<file path="src/hw/rtl/morse_decoder_unit_macros.svh">
// ----------------------------------------------------------------------------
// Morse decoder assertion macros
// Shared concurrent assertion wrappers, clocked on i_clk, off during reset.
// ----------------------------------------------------------------------------
`ifndef MORSE_DECODER_UNIT_MACROS_SVH
`define MORSE_DECODER_UNIT_MACROS_SVH

// Invariant that must hold at every edge out of reset.
`define MDU_ASSERT_ALWAYS(lbl, cond, msg) \
    lbl: assert property (@(posedge i_clk) disable iff (!i_rst_n) (cond)) \
        else $error(msg);

// Condition at one edge implies a consequence at the next edge.
`define MDU_ASSERT_NEXT(lbl, ante, cons, msg) \
    lbl: assert property (@(posedge i_clk) disable iff (!i_rst_n) \
        (ante) |=> (cons)) else $error(msg);

`endif

</file>
<file path="src/hw/rtl/morse_pkg.sv">
// ----------------------------------------------------------------------------
// Morse decoder package
// Symbol codes, result codes and the code-to-letter lookup.
// ----------------------------------------------------------------------------
package morse_pkg;

    localparam int unsigned CHAR_W = 8;
    localparam int unsigned BITS_W = 4;
    localparam int unsigned LEN_W  = 3;

    typedef logic [CHAR_W-1:0] t_char;
    typedef logic [BITS_W-1:0] t_code_bits;
    typedef logic [LEN_W-1:0]  t_code_len;

    // input symbols
    localparam t_char SYM_DOT  = 8'h2E;
    localparam t_char SYM_DASH = 8'h2D;
    localparam t_char SYM_SEP  = 8'h20;
    localparam t_char SYM_END  = 8'h00;

    // result letters
    localparam t_char LETTER_UNKNOWN = 8'h3F;
    localparam t_char LETTER_NONE    = 8'h00;

    localparam t_code_len MAX_CODE = 3'd4;
    localparam t_code_len LEN_SAT  = 3'd5;

    // Pattern is first symbol most significant, dash = 1.
    function automatic t_char lookup_letter(input t_code_len  len,
                                            input t_code_bits bits,
                                            input logic       bad);
        t_char res;
        res = LETTER_UNKNOWN;
        if (!bad) begin
            case (len)
                3'd1: res = bits[0] ? "T" : "E";
                3'd2: begin
                    case (bits[1:0])
                        2'd0:    res = "I";
                        2'd1:    res = "A";
                        2'd2:    res = "N";
                        default: res = "M";
                    endcase
                end
                3'd3: begin
                    case (bits[2:0])
                        3'd0:    res = "S";
                        3'd1:    res = "U";
                        3'd2:    res = "R";
                        3'd3:    res = "W";
                        3'd4:    res = "D";
                        3'd5:    res = "K";
                        3'd6:    res = "G";
                        default: res = "O";
                    endcase
                end
                3'd4: begin
                    case (bits)
                        4'd0:    res = "H";
                        4'd1:    res = "V";
                        4'd2:    res = "F";
                        4'd4:    res = "L";
                        4'd6:    res = "P";
                        4'd7:    res = "J";
                        4'd8:    res = "B";
                        4'd9:    res = "X";
                        4'd10:   res = "C";
                        4'd11:   res = "Y";
                        4'd12:   res = "Z";
                        4'd13:   res = "Q";
                        4'd15:   res = " ";
                        default: res = LETTER_UNKNOWN;
                    endcase
                end
                default: res = LETTER_UNKNOWN;
            endcase
        end
        return res;
    endfunction

endpackage

</file>
<file path="src/hw/rtl/morse_decoder_unit.sv">
// ----------------------------------------------------------------------------
// Morse decoder unit
// Turns a stream of '.', '-', ' ' and end bytes into decoded ASCII letters.
// ----------------------------------------------------------------------------
//  channel   dir  tdata              tuser  tlast
//  s_axis    in   [7:0] character    -      -
//  m_axis    out  [7:0] letter       -      message_end
//
//  One item per cycle while s_axis_tready is high; the letter lookup reads
//  the registered code combinationally, ahead of the output register.
//  A result appears in the cycle after its item is accepted.
//  s_axis_tready drops only while a result waits and m_axis_tready is low.
//  Synchronous active-low reset clears the pending code and the output valid.
// ----------------------------------------------------------------------------
`include "morse_decoder_unit_macros.svh"

module morse_decoder_unit (
    input  logic       i_clk,
    input  logic       i_rst_n,
    input  logic       s_axis_tvalid,
    output logic       s_axis_tready,
    input  logic [7:0] s_axis_tdata,   // [7:0] character
    output logic       m_axis_tvalid,
    input  logic       m_axis_tready,
    output logic [7:0] m_axis_tdata,   // [7:0] letter
    output logic       m_axis_tlast    // message_end
);

    morse_pkg::t_code_bits r_code_bits, n_code_bits;
    morse_pkg::t_code_len  r_code_len,  n_code_len;
    logic                  r_bad,       n_bad;
    logic                  r_out_valid;
    morse_pkg::t_char      r_letter,    n_letter;
    logic                  r_last;

    logic s_acc;
    logic pending;
    logic emit;
    logic is_dot, is_dash, is_sep, is_end, is_sym;

    assign s_axis_tready = !r_out_valid || m_axis_tready;
    assign s_acc         = s_axis_tvalid && s_axis_tready;

    assign is_dot  = (s_axis_tdata == morse_pkg::SYM_DOT);
    assign is_dash = (s_axis_tdata == morse_pkg::SYM_DASH);
    assign is_sep  = (s_axis_tdata == morse_pkg::SYM_SEP);
    assign is_end  = (s_axis_tdata == morse_pkg::SYM_END);
    assign is_sym  = !is_sep && !is_end;  // dot, dash, or bad byte

    assign pending = (r_code_len != '0) || r_bad;
    assign emit    = is_end || (is_sep && pending);

    always_comb begin
        n_code_bits = r_code_bits;
        n_code_len  = r_code_len;
        n_bad       = r_bad;
        if (is_sym) begin
            if (r_code_len < morse_pkg::MAX_CODE) begin
                n_code_bits = {r_code_bits[morse_pkg::BITS_W-2:0], is_dash};
            end
            if (r_code_len < morse_pkg::LEN_SAT) begin
                n_code_len = r_code_len + 3'd1;
            end
            if (!is_dot && !is_dash) begin
                n_bad = 1'b1;
            end
        end else begin
            // separator or end byte clears the code
            n_code_bits = '0;
            n_code_len  = '0;
            n_bad       = 1'b0;
        end
    end

    always_comb begin
        if (pending) begin
            n_letter = morse_pkg::lookup_letter(r_code_len, r_code_bits, r_bad);
        end else begin
            n_letter = morse_pkg::LETTER_NONE;
        end
    end

    always_ff @(posedge i_clk) begin
        if (!i_rst_n) begin
            r_code_bits <= '0;
            r_code_len  <= '0;
            r_bad       <= 1'b0;
            r_out_valid <= 1'b0;
        end else begin
            if (s_acc) begin
                r_code_bits <= n_code_bits;
                r_code_len  <= n_code_len;
                r_bad       <= n_bad;
            end
            if (s_axis_tready) begin
                r_out_valid <= s_acc && emit;
            end
        end
    end

    always_ff @(posedge i_clk) begin
        if (s_acc && emit) begin
            r_letter <= n_letter;
            r_last   <= is_end;
        end
    end

    assign m_axis_tvalid = r_out_valid;
    assign m_axis_tdata  = r_letter;
    assign m_axis_tlast  = r_last;

    `MDU_ASSERT_ALWAYS(a_len_sat, (r_code_len <= morse_pkg::LEN_SAT), "code length past saturation")
    `MDU_ASSERT_NEXT(a_end_flush, (s_acc && is_end), (m_axis_tvalid && m_axis_tlast && r_code_len == '0 && !r_bad), "end byte did not flush")
    `MDU_ASSERT_NEXT(a_sym_count, (s_acc && is_sym && r_code_len < morse_pkg::LEN_SAT), (r_code_len == $past(r_code_len) + 3'd1 && !m_axis_tvalid), "symbol not counted")

endmodule
</file>
<file path="config.mk">
export PLATFORM = sky130hd
export DESIGN_NAME = morse_decoder_unit
export DESIGN_NICKNAME = d
export VERILOG_FILES = /design/src/hw/rtl/morse_pkg.sv /design/src/hw/rtl/morse_decoder_unit.sv
export VERILOG_INCLUDE_DIRS = /design/src /design/src/hw/rtl
export SDC_FILE = /design/constraint.sdc
export NUM_CORES = 1
export LEC_CHECK = 0
export ABC_CLOCK_PERIOD_IN_PS = 5600
export BUFFER_PORTS_ARGS = -buffer_cell sky130_fd_sc_hd__buf_2
export CELL_PAD_IN_SITES_DETAIL_PLACEMENT = 1
export CELL_PAD_IN_SITES_GLOBAL_PLACEMENT = 2
export CORE_UTILIZATION = 36
export CTS_CLUSTER_SIZE = 10
export DETAILED_ROUTE_END_ITERATION = 8
export PLACE_DENSITY_LB_ADDON = 0.15
export SYNTH_ARGS = -nofsm -noshare
export SYNTH_HDL_FRONTEND = slang
export SYNTH_SLANG_ARGS = --single-unit
</file>
<file path="constraint.sdc">
create_clock -name i_clk -period 5.6 [get_ports i_clk]
set_clock_uncertainty 0.15 [all_clocks]
set_input_delay 0.28 -clock i_clk [delete_from_list [all_inputs] [get_ports i_clk]]
set_output_delay 0.28 -clock i_clk [all_outputs]
set_load 0.03 [all_outputs]
</file>
### Yosys cells after proc, flatten, opt, wreduce, memory -nomap -nowiden

Memories as Yosys holds them, arrays and structs flattened. A register that Yosys moved wholly into a read port is not among the register bits.
Cells that the tools add are included.

* eq/ne operators: 18
* mux-type cells: 13
* reductions and logical operators: 21
* $lt $le $gt $ge: 2
* add/sub/neg operators: 1
* bitwise logic cells: 1

Operators by type and width (number)
* $pmux W5 S7: 1
* $pmux W8 S4: 1
* $eq A8 B6 Y1 const B: 3
* $mux W4: 4
* $eq A3 B2 Y1 const B: 4
* $eq A3 B3 Y1 const B: 4
* $pmux W4 S3: 1
* $logic_not A8 Y1: 1
* $eq A3 B1 Y1 const B: 2
* $lt A3 B3 Y1 const B: 2
* $mux W3: 2
* $mux W6: 1
* $ne A2 B1 Y1 const B: 3
* $reduce_and A2 Y1: 3
* $logic_and A1 B1 Y1: 5
* $logic_not A1 Y1: 5
* $mux W5: 1
* $add A3 B1 Y3 const B: 1
* $logic_not A3 Y1: 1
* $logic_or A1 B1 Y1: 3
* $reduce_bool A3 Y1: 1
* $eq A2 B1 Y1 const B: 1
* $eq A2 B2 Y1 const B: 1
* $logic_not A2 Y1: 1
* other kinds (3): 4

* output and inout port bits: 11
* memories kept: 1
* logic and storage cells: 64
* register bits after elaboration: 18
* memory bits (read-only): 112
* input port bits: 12

Memories
* (no name shown): depth 16, bits a word 7, rd ports 1, clocked after Yosys merged registers in 1, write ports 0, RTL line morse_pkg.sv:58 `case (bits)`

### Logic depth before layout (Yosys ltp)

* depth in word-level cells: 7
* gate-level depth with buffers: 11
* mapped depth without buffers: 10

### Least setup slack after synthesis

No wires, ideal clock.

* path type: flip-flop to flip-flop
* start point: register r_out_valid, in the netlist m_axis_tvalid
* end point: register with a tool-made name
* slack: 2925 ps
* data required time: 5381 ps
* clock period less this slack: 2675 ps
* cell stages (with the launch flop): 12
* path buffers: 1
* setup time: 69 ps
* arrival time: 2456 ps
* path through: dfxtp_1 > nand2b_1 > nand2_1 > o21ai_1 > buf_2 > nor2_1 > inv_1 > ha_1 > inv_1 > mux2_1 > o22a_1 > o21ai_1

RTL lines
* start, declared: RTL line morse_decoder_unit.sv:32 `logic r_out_valid;`
* start signal, assigned: RTL line morse_decoder_unit.sv:96 `r_out_valid <= s_acc && emit;`

==> impl_results.md <==
- Status: complete, no violations
- Share of Yosys cell area claimed by the top area cell type: 22.3%
- Startpoint of the worst hold path: i_rst_n
- Placed cell areas: between 1500 and 2000 µm²
- WL/cell: between 15 and 20 µm
- Number of antenna repair diodes: 0
- Synth Cell Area: ~1400 µm²
- Number of nets produced by synthesis: about 180
- Met3 global-route usage: between 1 and 1.5%
- Filler Cells Inserted: around 460
- Total CTS buffers: 3
- Arrival time of data at the critical path endpoint: between 2000 and 3000 ps
- Max Freq: around 350 MHz
- Power per standard cell area: between 200 and 250 nW/µm²
- Beginning of the worst register-to-register path: r_code_len[2]
- Max Fanout on Critical Path: 15
- Sort of element at the end of the critical path: flop
- Setup bufs post-CTS: 0
- M2 GR Usage: roughly a third
- Period utilization: a little over 50%
- Setup slack, reg-to-reg: roughly 2700 ps
- DRT antenna net count: 0
- Beginning of the critical path: r_code_len[2]
- Clock period minus final worst setup slack: just under 3000 ps
- Dominant register cell in the synthesized netlist: sky130_fd_sc_hd__dfxtp_1
- Worst hold path depth: 3
- Worst hold path class: in2reg
- Max-slew headroom: 50.1%
- Share of layout cells above drive strength 1: between 10% and 20%
- Final total negative setup slack: 0 ps
- Register area share after synthesis: between 30% and 40%
- Number of levels the H-tree was split into: 1
- Chip width: 65.2 µm
- Maximum number of pins on one net before global-route repair: 16
- PostCTS Resize Cnt: 0
- Number of flops mapped to enable cells by yosys: 8
- Final hold vios: 0
- Cell type with the largest total area after synthesis: sky130_fd_sc_hd__dfxtp_1
- Dpl hpwl: 2.85 mm
- Fraction of registers with async set or reset after synthesis: 0%
- Busiest layer in global routing: met2
- Number of distinct library cells after synthesis: 50
- Area of the core region: between 3000 and 4000 µm²
- Area growth syn-to-layout: 13.0%
- Hold-fix buffer count after cts: 0
- Critical Path Source Type: flop
- Worst-Margin Slew: 744 ps
- Routed via count: roughly 1200
- Residual overflow from global routing: 0
- Multi-input gate area in the final layout: between 700 and 800 µm²
- Maximum buffer depth of the clock tree: 2
- Die area: around 4300 µm²
- Clock tree from TritonCTS: done
- Most common library cell in the layout ignoring fill and taps: sky130_fd_sc_hd__buf_2
- Root Buffer Master: sky130_fd_sc_hd__clkbuf_8
- Met1 track utilization from global routing: between 20% and 30%
- Last weighted congestion value of the routability-driven placer: a little under 0.9
- DRC viols: 0
- Synth Register Bits: 24
- Number of ports placed on the die boundary: 23
- Required time worst endpoint: around 5700 ps
- Layout Cell Area excl Fill: roughly 1600 µm²
- Synthesized instance count: 160
- Reg clk slew, reported paths: approximately 80 ps
- Register cell area after layout: about 560 µm²
- Vias per inst: approximately 5.5
- Total global routing track utilization: 18.6%
- Y dimension of the die: approximately 65 µm
- Max capacitance violation total: 0
- Design Power: 0.339 mW
- Nets@finish: roughly 200
- Number of DRC violations after detailed-routing iteration 0: 48
- Leakage: approximately 0.62 nW
- Synth Area per Inst: roughly 9 µm²
- Final-layout worst hold slack: roughly 190 ps
- First-pass detailed-route iteration total: 4
- Crit Path Class: reg2reg
- Hold-critical path endpoint: r_code_len[0]
- Number of clock sinks seen by CTS: 24
- First-pass GRT wire length: between 6 and 7 mm
- Insertion delay of the later-clocked pin in the worst-skew pair: 270 ps
- Number of global-route vias before repair: between 1000 and 1500
- Detailed-route wire length: 3.55 mm
- Utilization after layout: 43.4%
- Worst Reg2Reg Path Length in Cells: 10
- Setup repair after global routing missed its margin: false
- Starting density of the core: 38.4%
- Peak supply drop: 0.0854 mV
- Most frequent cells in the layout: 21 x sky130_fd_sc_hd__buf_2, 16 x sky130_fd_sc_hd__dfxtp_1, 12 x sky130_fd_sc_hd__inv_1, 12 x sky130_fd_sc_hd__o21ai_0
- Number of failing setup endpoints in the final timing report: 0
- Initial antenna violation count: 0
- Site row count: 22
- Area contributors post-synth: sky130_fd_sc_hd__dfxtp_1 22%, sky130_fd_sc_hd__edfxtp_1 17%, sky130_fd_sc_hd__ha_1 9.6%, sky130_fd_sc_hd__o21ai_0 4.2%, sky130_fd_sc_hd__inv_1 3.1%
- Ys Warns: 0
- Number of input and output port buffers inserted: 21
- Number of pins exceeding their max-slew limit in the final report: 0
## logic make-up (layout without fill, tap and decap cells)
family,after synthesis,after routing,share of synthesized area (%)
AO/OA/AOI/OAI,50,50,22.5
XOR/XNOR,3,3,1.83
buffers and inverters,20,39,5.56
other,1,1,0.261
adder cells (fa/ha/maj),11,11,9.57
AND/OR/NAND/NOR,46,46,16.6
multiplexers,5,5,4.70
flip-flops,24,24,39.0
## metrics by stage
stage          setup slack [ps]  std cells
5_1_grt                    2480        227
3_5_place_dp               2540        223
2_1_floorplan              2930        160
4_1_cts                    2700        227
3_3_place_gp               2740        223
6_report                   2700        227
## synth_stat cells, types with 2 or more instances
cell,number
sky130_fd_sc_hd__a211oi_1,2
sky130_fd_sc_hd__a22oi_1,2
sky130_fd_sc_hd__ha_1,11
sky130_fd_sc_hd__edfxtp_1,8
sky130_fd_sc_hd__a31oi_1,5
sky130_fd_sc_hd__o21ai_1,5
sky130_fd_sc_hd__nor2_1,9
sky130_fd_sc_hd__nand2_1,11
sky130_fd_sc_hd__clkbuf_1,5
sky130_fd_sc_hd__xnor2_1,3
sky130_fd_sc_hd__inv_1,12
sky130_fd_sc_hd__mux2i_1,2
sky130_fd_sc_hd__o21ai_0,12
sky130_fd_sc_hd__o211ai_1,2
sky130_fd_sc_hd__nand2b_1,2
sky130_fd_sc_hd__or3_1,2
sky130_fd_sc_hd__a21oi_1,8
sky130_fd_sc_hd__and2_1,4
sky130_fd_sc_hd__nand3_1,7
sky130_fd_sc_hd__nor3_1,3
sky130_fd_sc_hd__dfxtp_1,16
## how the worst max path moves through the flow
| stage | slack [ps] | end |
|---|---|---|
| 2_1_floorplan | 2930 | flop |
| 3_3_place_gp | 2740 | flop |
| 3_5_place_dp | 2540 | flop |
| 4_1_cts | 2700 | flop |
| 5_1_grt | 2480 | flop |
| 6_report | 2700 | flop |
## layout make-up
| class | count | share of cell area (%) |
|---|---|---|
| Clock buffer | 4 | 2.77 |
| Multi-Input combinational cell | 116 | 49.1 |
| Timing Repair Buffer | 22 | 6.93 |
| Sequential cell | 24 | 34.5 |
| Inverter | 13 | 3.00 |
| Tap cell | 48 | 3.70 |
## critical path: stages (launching register included)
cell and delay [ps]:
sky130_fd_sc_hd__dfxtp_1 680, sky130_fd_sc_hd__inv_2 140, sky130_fd_sc_hd__nand3_1 250, sky130_fd_sc_hd__mux2i_1 220, sky130_fd_sc_hd__nor2_1 300, sky130_fd_sc_hd__inv_1 130, sky130_fd_sc_hd__ha_1 330, sky130_fd_sc_hd__inv_1 60
sky130_fd_sc_hd__mux2_1 280, sky130_fd_sc_hd__o22a_1 180, sky130_fd_sc_hd__o21ai_1 120
## per-layer routing
| metal | vias up | wire length [µm] |
|---|---|---|
| met5 | - | 0 |
| met4 | 0 | 86 |
| met3 | 7 | 61 |
| met2 | 27 | 1740 |
| met1 | 592 | 1660 |
| li1 | 616 | - |
## power by group
part	total, mW	switching [mW]	internal, mW
clock	0.104	0.0534	0.0509
sequential	0.186	0.00261	0.183
combinational	0.0489	0.0295	0.0194
Note: power is estimated with default switching activity, not from simulation.
